--- config.mk ---
export PLATFORM = sky130hd
export DESIGN_NAME = integer_to_ascii_radix_core
export DESIGN_NICKNAME = d
export VERILOG_FILES = /design/src/itoa_pkg.sv /design/src/itoa_fifo.sv /design/src/itoa_front.sv /design/src/itoa_back.sv /design/src/integer_to_ascii_radix_core.sv
export VERILOG_INCLUDE_DIRS = /design/src /design/src/src
export SDC_FILE = /design/constraint.sdc
export NUM_CORES = 1
export LEC_CHECK = 0
export ABC_AREA = 1
export BUFFER_PORTS_ARGS = -buffer_cell sky130_fd_sc_hd__buf_2
export CAP_MARGIN = 0
export CORE_MARGIN = 2
export CORE_UTILIZATION = 52
export CTS_CLUSTER_SIZE = 24
export DETAILED_ROUTE_END_ITERATION = 6
export PLACE_DENSITY_LB_ADDON = 0.25
export SLEW_MARGIN = 20
export SYNTH_ARGS = -nofsm -noshare
export SYNTH_HDL_FRONTEND = slang
export SYNTH_SLANG_ARGS = --single-unit
--- constraint.sdc ---
create_clock -name clk_i -period 15.65 [get_ports clk_i]
set_input_delay 2.3475 -clock clk_i [delete_from_list [all_inputs] [get_ports clk_i]]
set_output_delay 2.3475 -clock clk_i [all_outputs]
set_load 0.05 [all_outputs]
--- src/integer_to_ascii_radix_core_defines.svh ---
// ---------------------------------------------------------------------------
// Assertion macros for the integer to ASCII radix core
// Concurrent check wrappers that can be compiled out with NO_ASSERTIONS.
// ---------------------------------------------------------------------------
`ifndef INTEGER_TO_ASCII_RADIX_CORE_DEFINES_SVH
`define INTEGER_TO_ASCII_RADIX_CORE_DEFINES_SVH

`ifndef NO_ASSERTIONS
`define ITOA_ASSERT(lbl, clk, rst_n, prop) \
  lbl: assert property (@(posedge clk) disable iff (!rst_n) (prop)) \
    else $error("itoa check failed");
`define ITOA_NEVER(lbl, clk, rst_n, prop) \
  lbl: assert property (@(posedge clk) disable iff (!rst_n) !(prop)) \
    else $error("itoa forbidden condition seen");
`else
`define ITOA_ASSERT(lbl, clk, rst_n, prop)
`define ITOA_NEVER(lbl, clk, rst_n, prop)
`endif

`endif

--- src/itoa_pkg.sv ---
// ---------------------------------------------------------------------------
// itoa_pkg
// Widths, constants, payload types and helpers shared by the itoa core.
// ---------------------------------------------------------------------------
package itoa_pkg;

  localparam int VALUE_BITS = 32;
  localparam int RADIX_BITS = 6;
  localparam int CHAR_BITS  = 7;
  localparam int DIGIT_BITS = RADIX_BITS;

  // Quotient bits resolved per divider cycle.
  localparam int STEP_BITS  = 8;
  localparam int DIV_STEPS  = VALUE_BITS / STEP_BITS;
  localparam int STEP_W     = (DIV_STEPS > 1) ? $clog2(DIV_STEPS) : 1;

  localparam int MAX_DIGITS = VALUE_BITS;
  localparam int DIGIT_AW   = $clog2(MAX_DIGITS);
  localparam int CNT_BITS   = $clog2(MAX_DIGITS + 1);

  localparam int WORK_DEPTH_DEF = 2;
  localparam int RES_DEPTH_DEF  = 2;

  localparam logic [CHAR_BITS-1:0]  ASCII_ZERO   = 7'h30;
  localparam logic [CHAR_BITS-1:0]  ASCII_MINUS  = 7'h2D;
  localparam logic [CHAR_BITS-1:0]  LETTER_GAP   = 7'd39;
  localparam logic [DIGIT_BITS-1:0] LAST_DECIMAL = 6'd9;
  localparam logic [RADIX_BITS-1:0] RADIX_MIN    = 6'd2;
  localparam logic [RADIX_BITS-1:0] RADIX_MAX    = 6'd36;

  typedef struct packed {
    logic signed [VALUE_BITS-1:0] value;
    logic [RADIX_BITS-1:0]        radix;
  } in_item_t;

  typedef struct packed {
    logic [CHAR_BITS-1:0] char_code;
    logic                 last_char;
  } out_item_t;

  // Classified work item handed from the front to the back.
  typedef struct packed {
    logic                  negative;
    logic [VALUE_BITS-1:0] mag;
    logic [RADIX_BITS-1:0] radix;
  } work_t;

  typedef enum logic [1:0] {
    ST_IDLE,
    ST_DIV,
    ST_SIGN,
    ST_EMIT
  } back_state_e;

  function automatic logic [CHAR_BITS-1:0] digit_to_char(logic [DIGIT_BITS-1:0] d);
    logic [CHAR_BITS-1:0] c;
    c = CHAR_BITS'(d) + ASCII_ZERO;
    if (d > LAST_DECIMAL) begin
      c = c + LETTER_GAP;
    end
    return c;
  endfunction

endpackage

--- src/itoa_fifo.sv ---
// ---------------------------------------------------------------------------
// itoa_fifo
// Small synchronous first-word-fall-through queue with a fill level output.
// ---------------------------------------------------------------------------
module itoa_fifo #(
  parameter int WIDTH = 8,
  parameter int DEPTH = 2
) (
  input  logic                         clk_i,
  input  logic                         rst_ni,
  input  logic                         push_i,
  input  logic [WIDTH-1:0]             wr_data_i,
  input  logic                         pop_i,
  output logic [WIDTH-1:0]             rd_data_o,
  output logic                         full_o,
  output logic                         empty_o,
  output logic [$clog2(DEPTH+1)-1:0]   level_o
);

  localparam int PTR_W = (DEPTH > 1) ? $clog2(DEPTH) : 1;
  localparam int LVL_W = $clog2(DEPTH + 1);

  logic [WIDTH-1:0] mem_q [DEPTH];
  logic [PTR_W-1:0] wr_ptr_q, wr_ptr_d;
  logic [PTR_W-1:0] rd_ptr_q, rd_ptr_d;
  logic [LVL_W-1:0] count_q, count_d;
  logic             do_push, do_pop;

  assign full_o    = (count_q == LVL_W'(DEPTH));
  assign empty_o   = (count_q == '0);
  assign level_o   = count_q;
  assign rd_data_o = mem_q[rd_ptr_q];
  assign do_push   = push_i && !full_o;
  assign do_pop    = pop_i && !empty_o;

  always_comb begin
    wr_ptr_d = wr_ptr_q;
    rd_ptr_d = rd_ptr_q;
    count_d  = count_q;
    if (do_push) begin
      wr_ptr_d = (wr_ptr_q == PTR_W'(DEPTH - 1)) ? '0 : wr_ptr_q + PTR_W'(1);
    end
    if (do_pop) begin
      rd_ptr_d = (rd_ptr_q == PTR_W'(DEPTH - 1)) ? '0 : rd_ptr_q + PTR_W'(1);
    end
    if (do_push && !do_pop) begin
      count_d = count_q + LVL_W'(1);
    end else if (do_pop && !do_push) begin
      count_d = count_q - LVL_W'(1);
    end
  end

  always_ff @(posedge clk_i or negedge rst_ni) begin
    if (!rst_ni) begin
      wr_ptr_q <= '0;
      rd_ptr_q <= '0;
      count_q  <= '0;
    end else begin
      wr_ptr_q <= wr_ptr_d;
      rd_ptr_q <= rd_ptr_d;
      count_q  <= count_d;
    end
  end

  always_ff @(posedge clk_i) begin
    if (do_push) begin
      mem_q[wr_ptr_q] <= wr_data_i;
    end
  end

endmodule

--- src/itoa_front.sv ---
// ---------------------------------------------------------------------------
// itoa_front
// Accepts numbers and classifies them: sign, magnitude and clamped radix.
// ---------------------------------------------------------------------------
module itoa_front (
  input  itoa_pkg::in_item_t in_i,
  input  logic               push_i,
  input  logic               q_full_i,
  output logic               full_o,
  output logic               q_push_o,
  output itoa_pkg::work_t    q_data_o
);

  logic [itoa_pkg::VALUE_BITS-1:0] raw;
  logic                            negative;

  assign raw      = in_i.value;
  assign negative = raw[itoa_pkg::VALUE_BITS-1];

  // The magnitude is unsigned, so the most negative value maps to 2^(N-1).
  always_comb begin
    q_data_o.negative = negative;
    q_data_o.mag      = negative ? ('0 - raw) : raw;
    if (in_i.radix < itoa_pkg::RADIX_MIN) begin
      q_data_o.radix = itoa_pkg::RADIX_MIN;
    end else if (in_i.radix > itoa_pkg::RADIX_MAX) begin
      q_data_o.radix = itoa_pkg::RADIX_MAX;
    end else begin
      q_data_o.radix = in_i.radix;
    end
  end

  assign full_o   = q_full_i;
  assign q_push_o = push_i && !q_full_i;

endmodule

--- src/itoa_back.sv ---
// ---------------------------------------------------------------------------
// itoa_back
// Repeated division by the radix into a digit stack, then emission of the
// sign and the digits, most significant first.
// ---------------------------------------------------------------------------
`include "integer_to_ascii_radix_core_defines.svh"

module itoa_back #(
  parameter int RES_DEPTH = itoa_pkg::RES_DEPTH_DEF
) (
  input  logic                           clk_i,
  input  logic                           rst_ni,
  input  itoa_pkg::work_t                work_i,
  input  logic                           work_empty_i,
  output logic                           work_pop_o,
  input  logic [$clog2(RES_DEPTH+1)-1:0] res_level_i,
  output logic                           res_push_o,
  output itoa_pkg::out_item_t            res_data_o
);

  localparam int LVL_W = $clog2(RES_DEPTH + 1);
  localparam int RB    = itoa_pkg::RADIX_BITS;
  localparam int VB    = itoa_pkg::VALUE_BITS;
  localparam int CB    = itoa_pkg::CNT_BITS;
  localparam int SW    = itoa_pkg::STEP_W;

  itoa_pkg::back_state_e state_q, state_d;

  logic [VB-1:0]  quo_q;
  logic [RB-1:0]  rem_q;
  logic [RB-1:0]  radix_q;
  logic           neg_q;
  logic [SW-1:0]  step_q;
  logic [CB-1:0]  cnt_q;
  logic [CB-1:0]  rd_left_q;
  logic           inflight_q;
  logic           inflight_last_q;
  logic [RB-1:0]  rd_data_q;

  logic [itoa_pkg::DIGIT_BITS-1:0] stack_mem [itoa_pkg::MAX_DIGITS];

  logic [VB-1:0]  div_quo;
  logic [RB-1:0]  div_rem;
  logic [RB:0]    trial;
  logic           step_last;
  logic           quo_zero;
  logic           res_full;
  logic           rd_issue;
  logic [CB-1:0]  rd_next;

  // Restoring division, STEP_BITS quotient bits per cycle. The remainder
  // stays below the radix, so each trial is only one bit wider than it.
  always_comb begin
    div_rem = rem_q;
    div_quo = quo_q;
    trial   = '0;
    for (int b = 0; b < itoa_pkg::STEP_BITS; b++) begin
      trial   = {div_rem, div_quo[VB-1]};
      div_quo = {div_quo[VB-2:0], 1'b0};
      if (trial >= {1'b0, radix_q}) begin
        div_rem    = RB'(trial - {1'b0, radix_q});
        div_quo[0] = 1'b1;
      end else begin
        div_rem = trial[RB-1:0];
      end
    end
  end

  assign step_last = (step_q == SW'(itoa_pkg::DIV_STEPS - 1));
  assign quo_zero  = (div_quo == '0);
  assign res_full  = (res_level_i == LVL_W'(RES_DEPTH));
  assign rd_next   = rd_left_q - CB'(1);

  // A read is issued only when the result queue can take both the character
  // already in flight and the one being read.
  assign rd_issue = (state_q == itoa_pkg::ST_EMIT) && (rd_left_q != '0) &&
                    (((LVL_W+1)'(res_level_i) + (LVL_W+1)'(inflight_q)) <
                     (LVL_W+1)'(RES_DEPTH));

  always_comb begin
    state_d = state_q;
    case (state_q)
      itoa_pkg::ST_IDLE: begin
        if (!work_empty_i) begin
          state_d = itoa_pkg::ST_DIV;
        end
      end
      itoa_pkg::ST_DIV: begin
        if (step_last && quo_zero) begin
          state_d = neg_q ? itoa_pkg::ST_SIGN : itoa_pkg::ST_EMIT;
        end
      end
      itoa_pkg::ST_SIGN: begin
        if (!res_full) begin
          state_d = itoa_pkg::ST_EMIT;
        end
      end
      itoa_pkg::ST_EMIT: begin
        if ((rd_left_q == '0) && !inflight_q) begin
          state_d = itoa_pkg::ST_IDLE;
        end
      end
      default: state_d = itoa_pkg::ST_IDLE;
    endcase
  end

  always_comb begin
    work_pop_o           = 1'b0;
    res_push_o           = inflight_q;
    res_data_o.char_code = itoa_pkg::digit_to_char(rd_data_q);
    res_data_o.last_char = inflight_last_q;
    case (state_q)
      itoa_pkg::ST_IDLE: begin
        work_pop_o = !work_empty_i;
      end
      itoa_pkg::ST_SIGN: begin
        res_push_o           = !res_full;
        res_data_o.char_code = itoa_pkg::ASCII_MINUS;
        res_data_o.last_char = 1'b0;
      end
      default: begin
      end
    endcase
  end

  always_ff @(posedge clk_i or negedge rst_ni) begin
    if (!rst_ni) begin
      state_q         <= itoa_pkg::ST_IDLE;
      step_q          <= '0;
      cnt_q           <= '0;
      rd_left_q       <= '0;
      inflight_q      <= 1'b0;
      inflight_last_q <= 1'b0;
    end else begin
      state_q    <= state_d;
      inflight_q <= rd_issue;
      if (rd_issue) begin
        rd_left_q       <= rd_next;
        inflight_last_q <= (rd_next == '0);
      end
      if (work_pop_o) begin
        step_q <= '0;
        cnt_q  <= '0;
      end else if (state_q == itoa_pkg::ST_DIV) begin
        if (step_last) begin
          step_q <= '0;
          cnt_q  <= cnt_q + CB'(1);
          if (quo_zero) begin
            rd_left_q <= cnt_q + CB'(1);
          end
        end else begin
          step_q <= step_q + SW'(1);
        end
      end
    end
  end

  always_ff @(posedge clk_i) begin
    if (work_pop_o) begin
      quo_q   <= work_i.mag;
      rem_q   <= '0;
      radix_q <= work_i.radix;
      neg_q   <= work_i.negative;
    end else if (state_q == itoa_pkg::ST_DIV) begin
      quo_q <= div_quo;
      rem_q <= step_last ? '0 : div_rem;
    end
  end

  // Digit stack: pushed least significant first, read back in reverse.
  always_ff @(posedge clk_i) begin
    if ((state_q == itoa_pkg::ST_DIV) && step_last) begin
      stack_mem[cnt_q[itoa_pkg::DIGIT_AW-1:0]] <= div_rem;
    end
    if (rd_issue) begin
      rd_data_q <= stack_mem[rd_next[itoa_pkg::DIGIT_AW-1:0]];
    end
  end

  `ITOA_ASSERT(a_stack_bound, clk_i, rst_ni,
    (state_q == itoa_pkg::ST_DIV) |-> (cnt_q < CB'(itoa_pkg::MAX_DIGITS)))
  `ITOA_ASSERT(a_rem_below_radix, clk_i, rst_ni,
    (state_q == itoa_pkg::ST_DIV) |-> (rem_q < radix_q))
  `ITOA_NEVER(a_push_into_full, clk_i, rst_ni, res_push_o && res_full)
  `ITOA_ASSERT(a_inflight_in_emit, clk_i, rst_ni,
    inflight_q |-> (state_q == itoa_pkg::ST_EMIT))

endmodule

--- src/integer_to_ascii_radix_core.sv ---
// The converter handles one number at a time: it fetches a number from the work queue,
// divides it by the radix (8 quotient bits per cycle) to stack each digit, emits a minus
// sign for a negative number, then replays the digits from the stack. Reset (rst_ni, async,
// active low) empties both queues and idles the converter; the digit stack is not cleared.
// ---------------------------------------------------------------------------
// integer_to_ascii_radix_core
// Converts a signed integer to its ASCII digit string in radix 2 to 36.
// ---------------------------------------------------------------------------
`include "integer_to_ascii_radix_core_defines.svh"

module integer_to_ascii_radix_core #(
  // Numbers that may wait between the front and the converter.
  parameter int WORK_DEPTH = itoa_pkg::WORK_DEPTH_DEF,
  // Characters that may wait on the result side.
  parameter int RES_DEPTH  = itoa_pkg::RES_DEPTH_DEF
) (
  input  logic                clk_i,
  input  logic                rst_ni,
  input  logic                push,
  output logic                full,
  input  itoa_pkg::in_item_t  in_i,
  output logic                empty,
  input  logic                pop,
  output itoa_pkg::out_item_t out_o
);

  localparam int WORK_W = $bits(itoa_pkg::work_t);
  localparam int RES_W  = $bits(itoa_pkg::out_item_t);

  // Front side: a number is taken in the cycle push is high and full is low.
  // The front only classifies the number (sign, unsigned magnitude, radix
  // clamped to 2..36) and drops it into the work queue, so input transfers
  // go on while the converter is still busy with an earlier number.
  itoa_pkg::work_t front_work;
  logic            front_push;
  logic            work_full;

  itoa_front u_front (
    .in_i     (in_i),
    .push_i   (push),
    .q_full_i (work_full),
    .full_o   (full),
    .q_push_o (front_push),
    .q_data_o (front_work)
  );

  logic [WORK_W-1:0]                 work_rd_raw;
  itoa_pkg::work_t                   work_head;
  logic                              work_empty;
  logic                              work_pop;
  logic [$clog2(WORK_DEPTH+1)-1:0]   work_level;

  itoa_fifo #(
    .WIDTH (WORK_W),
    .DEPTH (WORK_DEPTH)
  ) u_work_q (
    .clk_i     (clk_i),
    .rst_ni    (rst_ni),
    .push_i    (front_push),
    .wr_data_i (front_work),
    .pop_i     (work_pop),
    .rd_data_o (work_rd_raw),
    .full_o    (work_full),
    .empty_o   (work_empty),
    .level_o   (work_level)
  );

  assign work_head = work_rd_raw;

  // Back side: the converter divides the magnitude by the radix over and
  // over, stacking one digit per division, then replays the stack from the
  // top after an optional minus sign. Characters land in the result queue,
  // which decouples the converter from a slow consumer.
  itoa_pkg::out_item_t            back_res;
  logic                           back_push;
  logic [$clog2(RES_DEPTH+1)-1:0] res_level;
  logic [RES_W-1:0]               res_rd_raw;
  logic                           res_full;

  itoa_back #(
    .RES_DEPTH (RES_DEPTH)
  ) u_back (
    .clk_i        (clk_i),
    .rst_ni       (rst_ni),
    .work_i       (work_head),
    .work_empty_i (work_empty),
    .work_pop_o   (work_pop),
    .res_level_i  (res_level),
    .res_push_o   (back_push),
    .res_data_o   (back_res)
  );

  itoa_fifo #(
    .WIDTH (RES_W),
    .DEPTH (RES_DEPTH)
  ) u_res_q (
    .clk_i     (clk_i),
    .rst_ni    (rst_ni),
    .push_i    (back_push),
    .wr_data_i (back_res),
    .pop_i     (pop),
    .rd_data_o (res_rd_raw),
    .full_o    (res_full),
    .empty_o   (empty),
    .level_o   (res_level)
  );

  // The oldest waiting character is shown while empty is low.
  assign out_o = res_rd_raw;

  // The work queue level must always agree with its full flag.
  `ITOA_ASSERT(a_work_level, clk_i, rst_ni,
    work_full == (work_level == ($clog2(WORK_DEPTH+1))'(WORK_DEPTH)))
  // A character that is taken must not leave the result queue full next cycle
  // unless the converter refilled it in the same cycle.
  `ITOA_ASSERT(a_res_drain, clk_i, rst_ni,
    (pop && !empty && !back_push) |=> !res_full)
  // The converter only pulls work that the queue actually holds.
  `ITOA_NEVER(a_pop_empty_work, clk_i, rst_ni, work_pop && work_empty)

endmodule

Word level (Yosys, flattened, before mapping). Memories as Yosys holds them, arrays and structs flattened. A register that Yosys moved wholly into a read port is not among the register bits. Index checks and enable logic that the tools add are counted.

Add/sub/neg operators: 23. $lt $le $gt $ge: 12. Equality and inequality tests: 10. Mux-type cells: 57. Reduce and logical (&&, ||, !) cells: 36.

Operators with widths (count): 6-bit two-way mux (19); 32-bit two-way mux (3); 7-bit by 6-bit >= comparator with 1-bit output (8); 6-bit subtractor (8); 32-bit logical NOT (1); 1-bit by 32-bit subtractor with 32-bit output, first input constant (1); 2-bit two-way mux (11); 1-bit two-way mux (21); 1-bit logical AND (14); 6-bit logical NOT (2); 2-bit == test, second input constant (5); 1-bit logical NOT (9); 8-bit two-way mux (1); 2-bit case mux with 4 select lines (1); 2-bit nonzero test (4); 6-bit by 6-bit adder with 7-bit output, second input constant (1); 7-bit by 6-bit adder with 7-bit output, second input constant (1); 7-bit two-way mux (1); 2-bit by 1-bit adder with 2-bit output, second input constant (3); 6-bit by 1-bit adder with 6-bit output, second input constant (1); 6-bit by 4-bit > comparator with 1-bit output, second input constant (1); 6-bit > comparator, second input constant (1); 2-bit logical NOT (3); 6-bit by 2-bit less-than comparator with 1-bit output, second input constant (1); 11 further kinds (17).

Flip-flop bits (word level): 71. Memory bits (writable): 286. Input bits: 42. Output and inout port bits: 10. Word-level logic and storage cells: 157. Memories kept: 3.

Memory list: u_back.stack_mem (words 32, bits a word 6, rd ports 1, clocked after memory_dff 1, wr ports 1, line itoa_back.sv:40) `logic [itoa_pkg::DIGIT_BITS-1:0] stack_mem [itoa_pkg::MAX_DIGITS];`; u_work_q.mem_q (words 2, bits a word 39, rd ports 1, clocked after memory_dff 0, wr ports 1, line itoa_fifo.sv:23) `logic [WIDTH-1:0] mem_q [DEPTH];`; u_res_q.mem_q (words 2, bits a word 8, rd ports 1, clocked after memory_dff 0, wr ports 1, line itoa_fifo.sv:23).

Logic depth before layout (Yosys ltp).
Depth in word-level cells: 21. Depth in mapped cells: 85. Depth with buffers taken out: 82.

Hierarchy. From an unflattened synthesis, not the netlist that was laid out.

Cell total of the unflattened synthesis: 1899. Area, all modules: 18761.7 µm².

By module, submodules not included: itoa_back (instances 1, cells an instance 1356, area an instance 13772.0 µm², seq. area each 7687.4 µm²); itoa_fifo (u_work_q) (instances 1, cells an instance 236, area an instance 3070.4 µm², seq. area each 2442.3 µm²); itoa_front (instances 1, cells an instance 234, area an instance 1089.8 µm², seq. area each 0.0 µm²); itoa_fifo (u_res_q) (instances 1, cells an instance 73, area an instance 829.5 µm², seq. area each 580.6 µm²).

Worst setup path after synthesis. No wires, ideal clock.

Path type: register to register. Start: register u_back.radix_q[1]. End: memory u_back.stack_mem[0][0] (netlist bit), data pin. Library setup time: 0.368 ns. Arrival: 13.223 ns. Required time: 15.282 ns. Setup slack: 2.059 ns. Stages on the path, launching flop included: 73. Buffers on the path: 3. Clock period less this slack: 13.591 ns. Cells stage by stage: edfxtp_1 > inv_1 > ha_1 > nand3_1 > nand3_1 > nand2_2 > nand2_4 > o21ai_0 > ha_1 > nand2_1 > nor3_1 > nand3b_1 > nand2_1 > nand3_2 > buf_6 > o21ai_1 > inv_1 > ha_1 > [37 not listed] > ha_1 > a21oi_1 > o21ai_0 > a21oi_1 > o21bai_1 > a221oi_1 > nand3_2 > buf_6 > o21ai_1 > inv_1 > ha_1 > nand2_1 > nor2_1 > a211oi_1 > o21ai_0 > a211oi_1 > nand2_4 > o21ai_1.

Cells in the longest elaborated chain, start to end: 16. Elaborated cells between the ends (all ways): 23. Those cells by class: add/sub (7); order compare (8); mux (8).

RTL lines: start: declaration (line itoa_back.sv:31) `logic [RB-1:0] radix_q;`; start signal: assignment (line itoa_back.sv:162) `radix_q <= work_i.radix;`; 6-bit subtractor or 7-bit by 6-bit >= comparator with 1-bit output (tied branches) (line itoa_back.sv:61, itoa_back.sv:60); 6-bit two-way mux (line itoa_back.sv:60) `if (trial >= {1'b0, radix_q}) begin`; 6-bit subtractor or 7-bit by 6-bit >= comparator with 1-bit output (tied branches) (line itoa_back.sv:61, itoa_back.sv:60); 6-bit two-way mux (line itoa_back.sv:60); 6-bit subtractor or 7-bit by 6-bit >= comparator with 1-bit output (tied branches) (line itoa_back.sv:61, itoa_back.sv:60); 6-bit two-way mux (line itoa_back.sv:60); 6-bit subtractor or 7-bit by 6-bit >= comparator with 1-bit output (tied branches) (line itoa_back.sv:61, itoa_back.sv:60); 6-bit two-way mux (line itoa_back.sv:60); 6-bit subtractor or 7-bit by 6-bit >= comparator with 1-bit output (tied branches) (line itoa_back.sv:61, itoa_back.sv:60); 6-bit two-way mux (line itoa_back.sv:60); 7-bit by 6-bit >= comparator with 1-bit output or 6-bit subtractor (tied branches) (line itoa_back.sv:60, itoa_back.sv:61); 6-bit two-way mux (line itoa_back.sv:60); 6-bit subtractor or 7-bit by 6-bit >= comparator with 1-bit output (tied branches) (line itoa_back.sv:61, itoa_back.sv:60); 6-bit two-way mux (line itoa_back.sv:60); 7-bit by 6-bit >= comparator with 1-bit output (*) (line itoa_back.sv:60); 6-bit two-way mux (*) (line itoa_back.sv:60); named net u_back.div_rem[0] (line itoa_back.sv:43) `logic [RB-1:0] div_rem;`; end: declaration (line itoa_back.sv:40).

The timed path passes the listed nets; every way through them passes the cells marked *.

Worst setup path in the final report.
Start: register u_back.radix_q[2]. End: memory u_back.stack_mem[20][0] (netlist bit), data pin.

Cells in the longest elaborated chain, start to end: 16. Elaborated cells between the ends (all ways): 23. Those cells by class: add/sub (7); order compare (8); mux (8).

RTL lines (line): 6-bit subtractor or 7-bit by 6-bit >= comparator with 1-bit output (tied branches) (itoa_back.sv:61, itoa_back.sv:60); 6-bit two-way mux (itoa_back.sv:60); 6-bit subtractor or 7-bit by 6-bit >= comparator with 1-bit output (tied branches) (itoa_back.sv:61, itoa_back.sv:60); 6-bit two-way mux (itoa_back.sv:60); 6-bit subtractor or 7-bit by 6-bit >= comparator with 1-bit output (tied branches) (itoa_back.sv:61, itoa_back.sv:60); 6-bit two-way mux (itoa_back.sv:60); 6-bit subtractor or 7-bit by 6-bit >= comparator with 1-bit output (tied branches) (itoa_back.sv:61, itoa_back.sv:60); 6-bit two-way mux (itoa_back.sv:60); 7-bit by 6-bit >= comparator with 1-bit output or 6-bit subtractor (tied branches) (itoa_back.sv:60, itoa_back.sv:61); 6-bit two-way mux (itoa_back.sv:60); 6-bit subtractor or 7-bit by 6-bit >= comparator with 1-bit output (tied branches) (itoa_back.sv:61, itoa_back.sv:60); 6-bit two-way mux (itoa_back.sv:60); 6-bit subtractor or 7-bit by 6-bit >= comparator with 1-bit output (tied branches) (itoa_back.sv:61, itoa_back.sv:60); 6-bit two-way mux (itoa_back.sv:60); 7-bit by 6-bit >= comparator with 1-bit output (*) (itoa_back.sv:60); 6-bit two-way mux (*) (itoa_back.sv:60); named net u_back.div_rem[0] (itoa_back.sv:43).

Marks and branches as above.

==> out/results.tsv <==
stage	metric	value	unit
run_status	status	completed	
yosys	syn_inst	1715	
setup_path	reg2reg_depth	76	
min_path	hold_start	u_back.rem_q[5]	
sta	drv_slew	0	
yosys	synth_flop_cell	edfxtp_1	
routing	vias	12800	
routing	routed_wl	41100	um
routing	drtIter0Drc	1184	
power	sequentialPowerShare	0.526	
setup_path	r2r_slack	1.34	ns
setup_path	worst_setup_path_end_kind	flip-flop	
power	swShare	0.232	
power	vdd_drop_max	77.3	uV
sta	max-slew-margin-rel	0.304	
sta	worst_pin_slew	1.04	ns
power	pwr-share-clk	0.400	
global_routing	grt_max_degree	98	
sta	period_share	0.914	
routing	first_pass_iters	5	
setup_path	path_class	flip-flop to flip-flop	
yosys	ys_seq_area_frac	0.589	
setup_path	crit_slowest_cell	ha_2	
clocking	cts_root_buffer	clkbuf_16	
global_routing	grt_pass1_wl	63900	um
sta	fin_skew	0.0126	ns
power	p_sw	0.000501	W
yosys	synth_edf_count	331	
sta	setup_violations	0	
floorplanning	row_count	68	
routing	routedWlPerCell	18.3	um
sta	finalHoldViolCount	0	
setup_path	crit_arrival	14.58	ns
layout	fill_cells	2868	
clocking	hold_buffers	0	
yosys	synth_warnings	0	
floorplanning	coreArea	34500	um2
yosys	syn_area	18200	um2
placement	io_buffers	51	
power	power	0.00216	W
clocking	tritoncts	done	
floorplanning	fp.dieArea	36500	um2
flow_run	drv_cap	0	
power	p_per_area	107	nW/um2
clocking	cts_sinks	363	
sta	min_period	14.31	ns
yosys	syn_nets	1833	
setup_path	crit_fanout	14	
clocking	cts_max_level	2	
global_routing	antenna_found_initial	0	
placement	dp_hpwl	27000	um
layout	layout_commonest_cell	edfxtp_1	
setup_path	r2r-end	u_back.stack_mem[20][0]	
layout	layout-drive-gt1-share	0.105	
layout	insertedDiodeCount	0	
layout	layout_common_cells	331 x edfxtp_1, 282 x nand2_1, 256 x nor2_1, 136 x inv_1, 103 x o21ai_0	
clocking	clock_latency	0.53	ns
layout	fin_area	20200	um2
routing	antenna_left	0	
clocking	max-clock-path-buffers	3	
power	combPwrFrac	0.073	
yosys	synth_cell_types	57	
floorplanning	die_w	191	um
placement	gp_congestion	0.873	
setup_path	critPathBufInv	9	
power	internal-power	0.00166	W
global_routing	grt_overflow	0	
global_routing	grt_pass1_vias	11900	
setup_path	slowest_delay	0.49	ns
sta	timing.fmax	69.9	MHz
setup_path	cp_top_family	compound AO/OA/AOI/OAI gates	
power	p_leak	7.72	nW
clocking	clkTransAtPathRegs	0.07	ns
min_path	worstHoldEndpoint	u_back.rem_q[5]	
min_path	min_path_cells	2	
layout	fin_nets	1883	
placement	dp_cells	2174	
floorplanning	io_pins	52	
clocking	cts_buffers	37	
floorplanning	die_h	191	um
layout	seqCellArea	10700	um2
setup_path	critPathRequiredTime	15.92	ns
yosys	async_flop_share	0.0716	
setup_path	crit_path_start_kind	flip-flop	
placement	placed_cell_area	18900	um2
routing	drc	0	
global_routing	grt.total_usage	0.225	
yosys	ys_seq_elements	363	
layout	multi_input_area	6730	um2
setup_path	timing.rr.start	u_back.radix_q[2]	
layout	fin_cells	2247	
layout	final_util	0.586	
floorplanning	start_util	0.528	
layout	syn_to_final_growth	11.0	%
yosys	synth_area_per_cell	10.6	um2
min_path	hold_class	flip-flop to flip-flop	
routing	viasPerCell	5.69	
[metrics by stage]
stage	TNS (ns)	setup WS (ns)	hold slack, ns
after floorplan	0	2.06	0.443
after global placement	0	1.21	0.477
after detailed placement	0	0.443	0.479
after CTS	0	0.388	0.495
after global routing	-1.54	-0.0422	0.517
final	0	1.34	0.492
[registers in the layout, summed over array words and instances (netlist names), 6 cells and up]
signal and flops:
u_back.rem_q 6, u_back.radix_q 6, u_back.cnt_q 6, u_work_q.mem_q 78, u_back.quo_q 32, u_back.rd_left_q 6, u_back.rd_data_q 6, u_back.stack_mem 192
u_res_q.mem_q 16
[per-layer routing]
| layer | share of wire | GRT usage | vias to the layer above | wire length [um] |
|---|---|---|---|---|
| li1 | - | - | 6149 | - |
| met1 | 0.45 | 0.327 | 6119 | 18500 |
| met2 | 0.45 | 0.353 | 439 | 18700 |
| met3 | 0.069 | 0.0338 | 84 | 2850 |
| met4 | 0.026 | 0.0683 | 0 | 1050 |
| met5 | 0 | 0 | - | 0 |
[tightest hold or removal path, stage by stage, from the launching register on]
cell     delay [ns]
dfxtp_1        0.33
nand2_1        0.07
nand2_1        0.05
[power groups by stage]
stage | Clock, W | Combinational, W | Sequential [W]
after floorplan | 0 | 0.000116 | 0.00115
after global placement | 0 | 0.000157 | 0.00115
after detailed placement | 0 | 0.000160 | 0.00116
after CTS | 0.000874 | 0.000161 | 0.00114
after global routing | 0.000912 | 0.000175 | 0.00114
final | 0.000863 | 0.000159 | 0.00114
[kinds of logic after synthesis]
| family | after synthesis | synth area share |
|---|---|---|
| compound gates | 306 | 0.107 |
| xor+xnor | 69 | 0.0332 |
| fa+ha+maj | 76 | 0.0556 |
| buf+inv | 210 | 0.0452 |
| flops | 363 | 0.589 |
| mux | 18 | 0.00991 |
| simple gates | 673 | 0.160 |
[worst max path at each step]
| stage | start | end | slack (ns) | cells past startpoint |
|---|---|---|---|---|
| after global placement | u_back.radix_q[1] | u_back.stack_mem[22][0] | 1.21 | 70 |
| after CTS | u_back.radix_q[1] | u_back.stack_mem[23][0] | 0.39 | 70 |
| after detailed placement | u_back.radix_q[1] | u_back.stack_mem[7][0] | 0.44 | 70 |
| after floorplan | u_back.radix_q[1] | u_back.stack_mem[0][0] | 2.06 | 72 |
| after global routing | u_back.radix_q[2] | u_back.stack_mem[4][0] | -0.04 | 78 |
| final | u_back.radix_q[2] | u_back.stack_mem[20][0] | 1.34 | 76 |
[layout make-up]
cell class	instances	area share
multi-input cells	1143	0.334
inverters	144	0.0270
clock buffers	42	0.0468
well taps	455	0.0282
repair buffers	76	0.0221
flip-flops and latches	363	0.531
clock inverters	24	0.0115
[Yosys cell counts, types with 5 or more instances]
master | n | share of area
dfrtp_1 | 26 | 0.036
nor3_1 | 14 | 0.0039
a21oi_1 | 35 | 0.0096
ha_1 | 68 | 0.047
o22ai_1 | 5 | 0.0017
nand3_1 | 51 | 0.014
nand2_4 | 5 | 0.0031
a31oi_1 | 44 | 0.015
o221ai_1 | 18 | 0.0087
inv_2 | 5 | 0.0010
o21ai_0 | 106 | 0.029
nor2_1 | 258 | 0.053
nor4_1 | 12 | 0.0041
dfxtp_1 | 6 | 0.0066
o211ai_1 | 19 | 0.0078
nand3_4 | 5 | 0.0048
o32ai_1 | 30 | 0.014
nand2_1 | 282 | 0.058
fa_1 | 8 | 0.0088
edfxtp_1 | 331 | 0.55
o31ai_1 | 5 | 0.0021
mux2i_1 | 18 | 0.0099
inv_1 | 137 | 0.028
o21ai_1 | 15 | 0.0041
o21a_1 | 7 | 0.0029
xnor2_1 | 26 | 0.013
nand2_2 | 9 | 0.0031
clkbuf_1 | 58 | 0.012
xor2_1 | 43 | 0.021
nand4_1 | 8 | 0.0028
[what timing repair did]
item,in CTS,in global routing
buffers inserted,0,6
endpoints found under the setup margin,0,207
gates resized for setup,0,13
(Power assumes the default switching activity.)
